[config.mk]
export PLATFORM = sky130hd
export DESIGN_NAME = lsb_group_regular_singular_stats
export DESIGN_NICKNAME = d
export VERILOG_FILES = /design/src/rtl/rsgs_pkg.sv /design/src/rtl/rsgs_lane.sv /design/src/rtl/rsgs_merge.sv /design/src/rtl/rsgs_score.sv /design/src/rtl/lsb_group_regular_singular_stats.sv
export SDC_FILE = /design/constraint.sdc
export NUM_CORES = 2
export LEC_CHECK = 0
export ABC_CLOCK_PERIOD_IN_PS = 10760
export BUFFER_PORTS_ARGS = -buffer_cell sky130_fd_sc_hd__buf_2
export CAP_MARGIN = 20
export CORE_ASPECT_RATIO = 1.25
export CORE_MARGIN = 8
export CORE_UTILIZATION = 63
export CTS_CLUSTER_DIAMETER = 200
export DETAILED_ROUTE_END_ITERATION = 7
export GPL_TIMING_DRIVEN = 0
export PLACE_DENSITY = 0.81
export SYNTH_ARGS = -nofsm -noshare
export SYNTH_HDL_FRONTEND = slang
export SYNTH_SLANG_ARGS = --single-unit
[constraint.sdc]
create_clock -name clk -period 10.76 [get_ports clk]
set_input_delay 3.228 -clock clk [delete_from_list [all_inputs] [get_ports clk]]
set_output_delay 3.228 -clock clk [all_outputs]
set_load 0.01 [all_outputs]
[src/rtl/rsgs_pkg.sv]
package rsgs_pkg;

    localparam int BYTE_FIELDS = 4;
    localparam int BYTE_W      = 8;
    localparam int SUM_W       = BYTE_W + $clog2(BYTE_FIELDS);
    localparam int GAIN_W      = 8;
    localparam int OUT_W       = 32;
    localparam int QUOT_W      = 16;
    localparam int SCORE_W     = QUOT_W + 1;
    localparam int ITER_W      = $clog2(QUOT_W);

    localparam logic [GAIN_W-1:0]  GAIN_RESET = 8'd5;
    localparam logic [SCORE_W-1:0] SCORE_ONE  = 17'h10000;

    typedef struct packed {
        logic [BYTE_W-1:0] byte_0;
        logic [BYTE_W-1:0] byte_1;
        logic [BYTE_W-1:0] byte_2;
        logic [BYTE_W-1:0] byte_3;
        logic              last;
    } grp_t;

    typedef struct packed {
        logic [OUT_W-1:0]   group_count;
        logic [OUT_W-1:0]   regular_count;
        logic [OUT_W-1:0]   singular_count;
        logic [OUT_W-1:0]   regular_flipped_count;
        logic [OUT_W-1:0]   singular_flipped_count;
        logic [SCORE_W-1:0] score;
    } res_t;

    // differences of one neighbouring pair, plain and with both LSBs flipped
    typedef struct packed {
        logic [BYTE_W-1:0] diff_plain;
        logic [BYTE_W-1:0] diff_flip;
    } lane_t;

    typedef struct packed {
        logic regular;
        logic singular;
    } cls_t;

    typedef struct packed {
        logic idle;
        logic done;
    } score_ctl_t;

endpackage

[src/rtl/rsgs_lane.sv]
module rsgs_lane (
    input  logic [rsgs_pkg::BYTE_W-1:0] byte_a,
    input  logic [rsgs_pkg::BYTE_W-1:0] byte_b,
    output rsgs_pkg::lane_t             lane
);
    import rsgs_pkg::*;

    logic [BYTE_W-1:0] fa;
    logic [BYTE_W-1:0] fb;

    assign fa = {byte_a[BYTE_W-1:1], ~byte_a[0]};
    assign fb = {byte_b[BYTE_W-1:1], ~byte_b[0]};

    always_comb
    begin
        lane.diff_plain = (byte_a > byte_b) ? byte_a - byte_b : byte_b - byte_a;
        lane.diff_flip  = (fa > fb) ? fa - fb : fb - fa;
    end

endmodule

[src/rtl/rsgs_merge.sv]
module rsgs_merge #(
    parameter int NUM_LANES = 3
) (
    input  rsgs_pkg::lane_t [NUM_LANES-1:0] lanes,
    output rsgs_pkg::cls_t                  cls
);
    import rsgs_pkg::*;

    logic [SUM_W-1:0] f_plain;
    logic [SUM_W-1:0] f_flip;

    always_comb
    begin
        f_plain = '0;
        f_flip  = '0;
        for (int i = 0; i < NUM_LANES; i++)
        begin
            f_plain = f_plain + SUM_W'(lanes[i].diff_plain);
            f_flip  = f_flip + SUM_W'(lanes[i].diff_flip);
        end
        cls.regular  = f_flip > f_plain;
        cls.singular = f_flip < f_plain;
    end

endmodule

[src/rtl/rsgs_score.sv]
module rsgs_score #(
    parameter int CW = 32
) (
    input  logic                        clk,
    input  logic                        rst_n,
    input  logic                        start,
    input  logic [CW-1:0]               n_in,
    input  logic [CW-1:0]               r_in,
    input  logic [CW-1:0]               s_in,
    input  logic [CW-1:0]               rf_in,
    input  logic [CW-1:0]               sf_in,
    input  logic [rsgs_pkg::GAIN_W-1:0] gain,
    input  logic                        take,
    output rsgs_pkg::score_ctl_t        ctl,
    output rsgs_pkg::res_t              result
);
    import rsgs_pkg::*;

    localparam int NUM_W  = CW + 1;
    localparam int PROD_W = NUM_W + GAIN_W;

    localparam logic [2:0] ST_IDLE = 3'd0;
    localparam logic [2:0] ST_NUM  = 3'd1;
    localparam logic [2:0] ST_MUL  = 3'd2;
    localparam logic [2:0] ST_CMP  = 3'd3;
    localparam logic [2:0] ST_DIV  = 3'd4;
    localparam logic [2:0] ST_DONE = 3'd5;

    logic [2:0]          state_reg, state_next;
    logic [ITER_W-1:0]   iter_reg, iter_next;
    logic [CW-1:0]       n_reg, r_reg, s_reg, rf_reg, sf_reg;
    logic [NUM_W-1:0]    num_reg;
    logic [PROD_W-1:0]   prod_reg;
    logic [CW:0]         rem_reg;
    logic [QUOT_W-1:0]   quot_reg;
    logic [SCORE_W-1:0]  score_reg;

    logic [NUM_W-1:0]    part_r, part_s;
    logic [CW:0]         rem_sh;
    logic                q_bit;

    always_comb
    begin
        part_r = (r_reg > rf_reg) ? NUM_W'(r_reg - rf_reg) : '0;
        part_s = (sf_reg > s_reg) ? NUM_W'(sf_reg - s_reg) : '0;
        rem_sh = {rem_reg[CW-1:0], 1'b0};
        q_bit  = rem_sh >= {1'b0, n_reg};
    end

    always_comb
    begin
        state_next = state_reg;
        iter_next  = iter_reg;
        case (state_reg)
            ST_IDLE:
            begin
                if (start)
                begin
                    state_next = ST_NUM;
                end
            end
            ST_NUM:  state_next = ST_MUL;
            ST_MUL:  state_next = ST_CMP;
            ST_CMP:
            begin
                iter_next = '0;
                if (prod_reg >= PROD_W'(n_reg))
                begin
                    state_next = ST_DONE;
                end
                else
                begin
                    state_next = ST_DIV;
                end
            end
            ST_DIV:
            begin
                iter_next = iter_reg + 1'b1;
                if (iter_reg == ITER_W'(QUOT_W - 1))
                begin
                    state_next = ST_DONE;
                end
            end
            ST_DONE:
            begin
                if (take)
                begin
                    state_next = ST_IDLE;
                end
            end
            default: state_next = ST_IDLE;
        endcase
    end

    always_ff @(posedge clk or negedge rst_n)
    begin
        if (!rst_n)
        begin
            state_reg <= ST_IDLE;
            iter_reg  <= '0;
        end
        else
        begin
            state_reg <= state_next;
            iter_reg  <= iter_next;
        end
    end

    always_ff @(posedge clk)
    begin
        if (state_reg == ST_IDLE && start)
        begin
            n_reg  <= n_in;
            r_reg  <= r_in;
            s_reg  <= s_in;
            rf_reg <= rf_in;
            sf_reg <= sf_in;
        end
        if (state_reg == ST_NUM)
        begin
            num_reg <= part_r + part_s;
        end
        if (state_reg == ST_MUL)
        begin
            prod_reg <= num_reg * PROD_W'(gain);
        end
        if (state_reg == ST_CMP)
        begin
            // prod < n whenever the divider runs next, so it then fits the remainder
            rem_reg   <= {1'b0, prod_reg[CW-1:0]};
            quot_reg  <= '0;
            score_reg <= SCORE_ONE;
        end
        if (state_reg == ST_DIV)
        begin
            rem_reg   <= q_bit ? rem_sh - {1'b0, n_reg} : rem_sh;
            quot_reg  <= {quot_reg[QUOT_W-2:0], q_bit};
            score_reg <= {1'b0, quot_reg[QUOT_W-2:0], q_bit};
        end
    end

    assign ctl.idle = state_reg == ST_IDLE;
    assign ctl.done = state_reg == ST_DONE;

    always_comb
    begin
        result.group_count            = OUT_W'(n_reg);
        result.regular_count          = OUT_W'(r_reg);
        result.singular_count         = OUT_W'(s_reg);
        result.regular_flipped_count  = OUT_W'(rf_reg);
        result.singular_flipped_count = OUT_W'(sf_reg);
        result.score                  = score_reg;
    end

endmodule

[src/rtl/lsb_group_regular_singular_stats.sv]
// Channel  | Signals                          | Direction
// ---------+----------------------------------+----------
// group    | grp_valid, grp_ready, grp        | in
// result   | res_valid, res_ready, res        | out
// config   | cfg_wr_en, cfg_wr_data           | in
//
// A group that is not last is counted in the cycle it transfers, one per cycle
// while grp_ready is high. A last group starts the score unit (numerator, multiply,
// compare, restoring divider when the score is below 1.0), then the output register.
// grp_ready is low from a last group's transfer until its result moves to the
// output register, which waits while an earlier result there has not transferred.
// Reset clears all counters and sets gain_reg to 5.
module lsb_group_regular_singular_stats #(
    parameter int GROUP_SIZE  = 4,
    parameter int COUNT_WIDTH = 32
) (
    input  logic                        clk,
    input  logic                        rst_n,
    input  logic                        cfg_wr_en,
    input  logic [rsgs_pkg::GAIN_W-1:0] cfg_wr_data,
    input  logic                        grp_valid,
    output logic                        grp_ready,
    input  rsgs_pkg::grp_t              grp,
    output logic                        res_valid,
    input  logic                        res_ready,
    output rsgs_pkg::res_t              res
);
    import rsgs_pkg::*;

    localparam int GROUP_LEN = (GROUP_SIZE < BYTE_FIELDS) ? GROUP_SIZE : BYTE_FIELDS;
    localparam int NUM_LANES = GROUP_LEN - 1;
    localparam int CW        = COUNT_WIDTH;

    logic [BYTE_W-1:0]       grp_bytes [BYTE_FIELDS];
    lane_t [NUM_LANES-1:0]   lanes;
    cls_t                    cls;
    score_ctl_t              sc_ctl;
    res_t                    sc_result;

    logic [GAIN_W-1:0] gain_reg;
    logic [CW-1:0]     n_reg, r_reg, s_reg, rf_reg, sf_reg;
    logic [CW-1:0]     n_inc, r_inc, s_inc, rf_inc, sf_inc;
    logic              grp_xfer;
    logic              take;
    logic              res_valid_reg;
    res_t              res_reg;

    function automatic logic [CW-1:0] sat_inc(input logic [CW-1:0] c);
        return (c == {CW{1'b1}}) ? c : c + 1'b1;
    endfunction

    assign grp_bytes[0] = grp.byte_0;
    assign grp_bytes[1] = grp.byte_1;
    assign grp_bytes[2] = grp.byte_2;
    assign grp_bytes[3] = grp.byte_3;

    for (genvar i = 0; i < NUM_LANES; i++)
    begin : g_lane
        rsgs_lane u_lane (
            .byte_a (grp_bytes[i]),
            .byte_b (grp_bytes[i+1]),
            .lane   (lanes[i])
        );
    end

    rsgs_merge #(
        .NUM_LANES (NUM_LANES)
    ) u_merge (
        .lanes (lanes),
        .cls   (cls)
    );

    assign grp_ready = sc_ctl.idle;
    assign grp_xfer  = grp_valid && grp_ready;

    // second tally swaps roles: flipped-back group is regular when the original is singular
    always_comb
    begin
        n_inc  = sat_inc(n_reg);
        r_inc  = cls.regular  ? sat_inc(r_reg)  : r_reg;
        s_inc  = cls.singular ? sat_inc(s_reg)  : s_reg;
        rf_inc = cls.singular ? sat_inc(rf_reg) : rf_reg;
        sf_inc = cls.regular  ? sat_inc(sf_reg) : sf_reg;
    end

    always_ff @(posedge clk or negedge rst_n)
    begin
        if (!rst_n)
        begin
            gain_reg <= GAIN_RESET;
        end
        else if (cfg_wr_en)
        begin
            gain_reg <= cfg_wr_data;
        end
    end

    always_ff @(posedge clk or negedge rst_n)
    begin
        if (!rst_n)
        begin
            n_reg  <= '0;
            r_reg  <= '0;
            s_reg  <= '0;
            rf_reg <= '0;
            sf_reg <= '0;
        end
        else if (grp_xfer)
        begin
            if (grp.last)
            begin
                n_reg  <= '0;
                r_reg  <= '0;
                s_reg  <= '0;
                rf_reg <= '0;
                sf_reg <= '0;
            end
            else
            begin
                n_reg  <= n_inc;
                r_reg  <= r_inc;
                s_reg  <= s_inc;
                rf_reg <= rf_inc;
                sf_reg <= sf_inc;
            end
        end
    end

    rsgs_score #(
        .CW (CW)
    ) u_score (
        .clk    (clk),
        .rst_n  (rst_n),
        .start  (grp_xfer && grp.last),
        .n_in   (n_inc),
        .r_in   (r_inc),
        .s_in   (s_inc),
        .rf_in  (rf_inc),
        .sf_in  (sf_inc),
        .gain   (gain_reg),
        .take   (take),
        .ctl    (sc_ctl),
        .result (sc_result)
    );

    assign take = sc_ctl.done && (!res_valid_reg || res_ready);

    always_ff @(posedge clk or negedge rst_n)
    begin
        if (!rst_n)
        begin
            res_valid_reg <= 1'b0;
        end
        else if (take)
        begin
            res_valid_reg <= 1'b1;
        end
        else if (res_ready)
        begin
            res_valid_reg <= 1'b0;
        end
    end

    always_ff @(posedge clk)
    begin
        if (take)
        begin
            res_reg <= sc_result;
        end
    end

    assign res_valid = res_valid_reg;
    assign res       = res_reg;

endmodule
==> results by group <==
Outcome
  – Outcome: finished with violations
  – Failing checks: DRC

Logic synthesis
  – Post-synth top cells: 478 x nand2_1, 459 x edfxtp_1, 407 x inv_1
  – Register area share after synthesis: between 30% and 40%
  – Synthesized instance count: 4578
  – Post-Syn Nets: ~5000
  – Syn Area/Cell: between 9 and 10 µm²
  – Cell with the most instances after synthesis: nand2_1
  – Main synth FF type: edfxtp_1
  – Post-synthesis async set-or-reset flop share: 27.7%
  – Yosys top cell area share: 30.2%
  – Synth Cell Area: 0.0456 mm²
  – Synth warnings: 0
  – Most area-consuming cells after synthesis: edfxtp_1 30%, dfrtp_1 9.5%, fa_1 9.0%
  – Unique masters post-synth: 94
  – Leading area contributor after synthesis: edfxtp_1
  – Yosys reg bits: about 640
  – Number of flops mapped to enable cells by yosys: approximately 460

Timing
  – Setup Skew: roughly 0.065 ns
  – Fmax: 97.3 MHz
  – Final Critical Period: between 10 and 15 ns
  – Crit share post-route: approximately 96%
  – Unrepaired setup endpoints after global routing: no
  – Slew @ Worst Pin: 1.15 ns
  – Slew Limit Fails: 0
  – Max-slew headroom: a little under a quarter
  – Setup Viol. Count Final: 0
  – Final worst slack: roughly 0.48 ns
  – Hold Fails Final Rpt: 0

Worst setup path
  – Flop2flop setup slack: roughly 3.9 ns
  – CP max FO: 10
  – WS Path Type: in -> reg
  – Reg2reg path depth: 26
  – Crit. End Element: flop
  – Reg2reg end: u_score.num_reg[32]
  – Most frequent CP cell: ha_1
  – Startpoint class of the critical path: input pin
  – Crit path largest cell delay: 0.39 ns
  – Worst path slowest cell: clkbuf_1
  – Worst r2r src: u_score.rf_reg[18]
  – Worst Path Arrival: ~11 ns
  – CP required: roughly 11 ns

Floorplanning
  – Die ar.: 0.0813 mm²
  – Initial core utilization: a little under two thirds
  – Die Span X: around 260 µm
  – # IOs: ~230
  – Core area: 0.0718 mm²
  – Die height: 317 µm
  – Num rows: 110

GRT
  – GRT overflow: 0
  – Largest net degree at the start of global routing: between 100 and 150
  – Number of global-route vias before repair: 35400
  – Overall global routing resource usage: between 20 and 30%
  – First-pass GRT wire length: 190000 µm
  – Antenna violations before repair: 0

Clocking
  – TritonCTS clock tree: done
  – Clock sinks: 636
  – Clock buffer count from CTS: between 60 and 70
  – Worst skew pair latency: about 0.7 ns
  – CTS Hold Bufs: 0
  – Htree depth: 2
  – Clk buf depth: 3
  – Clk pin slew, worst setup/hold paths: roughly 0.07 ns
  – Root Driver: clkbuf_16

Detailed routing
  – DR iter-0 viols: 2858
  – Via count: 35700
  – DR pass1 iterations: 8
  – DR vias/cell: just over 6
  – Drt wl/cell: around 21 µm
  – ANT nets after route: 0
  – Routed Wire Length: around 120000 µm
  – Drt drc: 12

Hold path
  – Hold WC Path Type: reg -> reg
  – Worst-case hold path end point: res[15]
  – Hold Path Stages: 0
  – HP Start: u_score.score_reg[15]

Cells and area
  – # diodes: 0
  – Nets: between 5000 and 6000
  – Area growth syn-to-layout: 10.5%
  – Max reg flops: between 150 and 200
  – Fillers: 5436
  – Share of cells above drive strength 1: 9.15%

Placement
  – Port Buffers: approximately 220
  – RePlAce Congestion: about 1.0
  – Dpl ws: -0.691 ns
  – DP HPWL: approximately 96000 µm

Flow run
  – Max-cap viol count: 0
[worst max-delay path: cells and delay by family]
kind	cells	cell delay [ns]
and+or+nand+nor	8	1.89
xor gates and xnor gates	3	0.73
adders and majority gates	4	1.31
AOI/OAI and AO/OA	11	2.61
buffers and inverters	5	0.98
[layout by cell type, fill, tap and decap left out, types with 19 or more instances in the layout]
cell / synthesis / routed
a21o_1: 115 / 115
a21oi_1: 280 / 280
a22o_1: 22 / 22
a31oi_1: 33 / 33
and2_1: 134 / 134
and3_1: 60 / 59
buf_2: 21 / 242
clkbuf_1: 153 / 153
clkbuf_16: 0 / 61
dfrtp_1: 174 / 174
edfxtp_1: 459 / 459
fa_1: 206 / 206
ha_1: 311 / 311
inv_1: 407 / 406
mux2_2: 19 / 19
mux2i_1: 109 / 109
nand2_1: 478 / 478
nand2b_1: 30 / 30
nand3_1: 100 / 100
nand4_1: 57 / 57
nor2_1: 293 / 292
nor2b_1: 38 / 37
nor3_1: 103 / 103
nor4_1: 22 / 21
o21a_1: 25 / 24
o21ai_0: 228 / 227
o21ai_1: 42 / 42
o21bai_1: 39 / 39
o22ai_1: 19 / 19
xnor2_1: 222 / 222
xor2_1: 126 / 126
[area by class of cell]
| type | count | area [µm²] | area share (%) |
|---|---|---|---|
| clock buffer | 68 | 1600 | 3.18 |
| clock inverter | 48 | 592 | 1.17 |
| tap | 952 | 1190 | 2.36 |
| inverter | 407 | 1530 | 3.03 |
| timing repair buffer | 237 | 1390 | 2.75 |
| sequential | 636 | 18200 | 36.1 |
| multi-input combinational | 3350 | 25100 | 49.9 |
| buffer | 185 | 773 | 1.53 |
[worst max-delay path by stage]
stage	cells past startpoint	slack (ns)	to	start
finish	31	0.48	u_score.rf_reg[27]	grp[20]
global placement	32	-0.64	sf_reg[23]	grp[20]
CTS	31	0.1	rf_reg[31]	grp[20]
detailed placement	32	-0.69	sf_reg[23]	grp[20]
floorplan	31	1.29	rf_reg[24]	grp[20]
global route	33	0.03	rf_reg[31]	grp[21]
[logic make-up after synthesis]
| group | Yosys count | synth area share [%] |
|---|---|---|
| DFF | 636 | 39.9 |
| adders and majority gates | 517 | 17.6 |
| and+or+nand+nor | 1399 | 14.7 |
| buffers and inverters | 592 | 5.04 |
| xor gates and xnor gates | 349 | 6.73 |
| muxes | 128 | 2.86 |
| AOI/OAI and AO/OA | 957 | 13.2 |
[what timing repair did]
item / in CTS / in global routing
setup endpoints to repair: 2 / 120
buffers inserted: 0 / 0
resized for setup: 1 / 8
[routing by layer]
layer	vias to the layer above	routed length (µm)	GRT usage (%)
li1	16600	-	-
met1	17200	45600	34.6
met2	1550	60500	51.5
met3	390	8760	4.02
met4	0	8400	18.0
met5	-	0	0
[stage by stage]
step                      instances  util, %  setup TNS, ns  hold slack [ns]  area, µm²
after floorplan                4578        -              0            0.400      45600
after global placement         5752     66.7         -61.19            0.404      47900
after detailed placement       5767     67.1         -38.13            0.417      48200
after CTS                      5883     70.2              0            0.434      50400
after global routing           5883     70.2              0            0.453      50400
final                          5883     70.2              0            0.429      50400
Power is left out: the tool's default activity adds up to more than one toggle a clock period on the data nets, which glitch-free logic cannot reach.
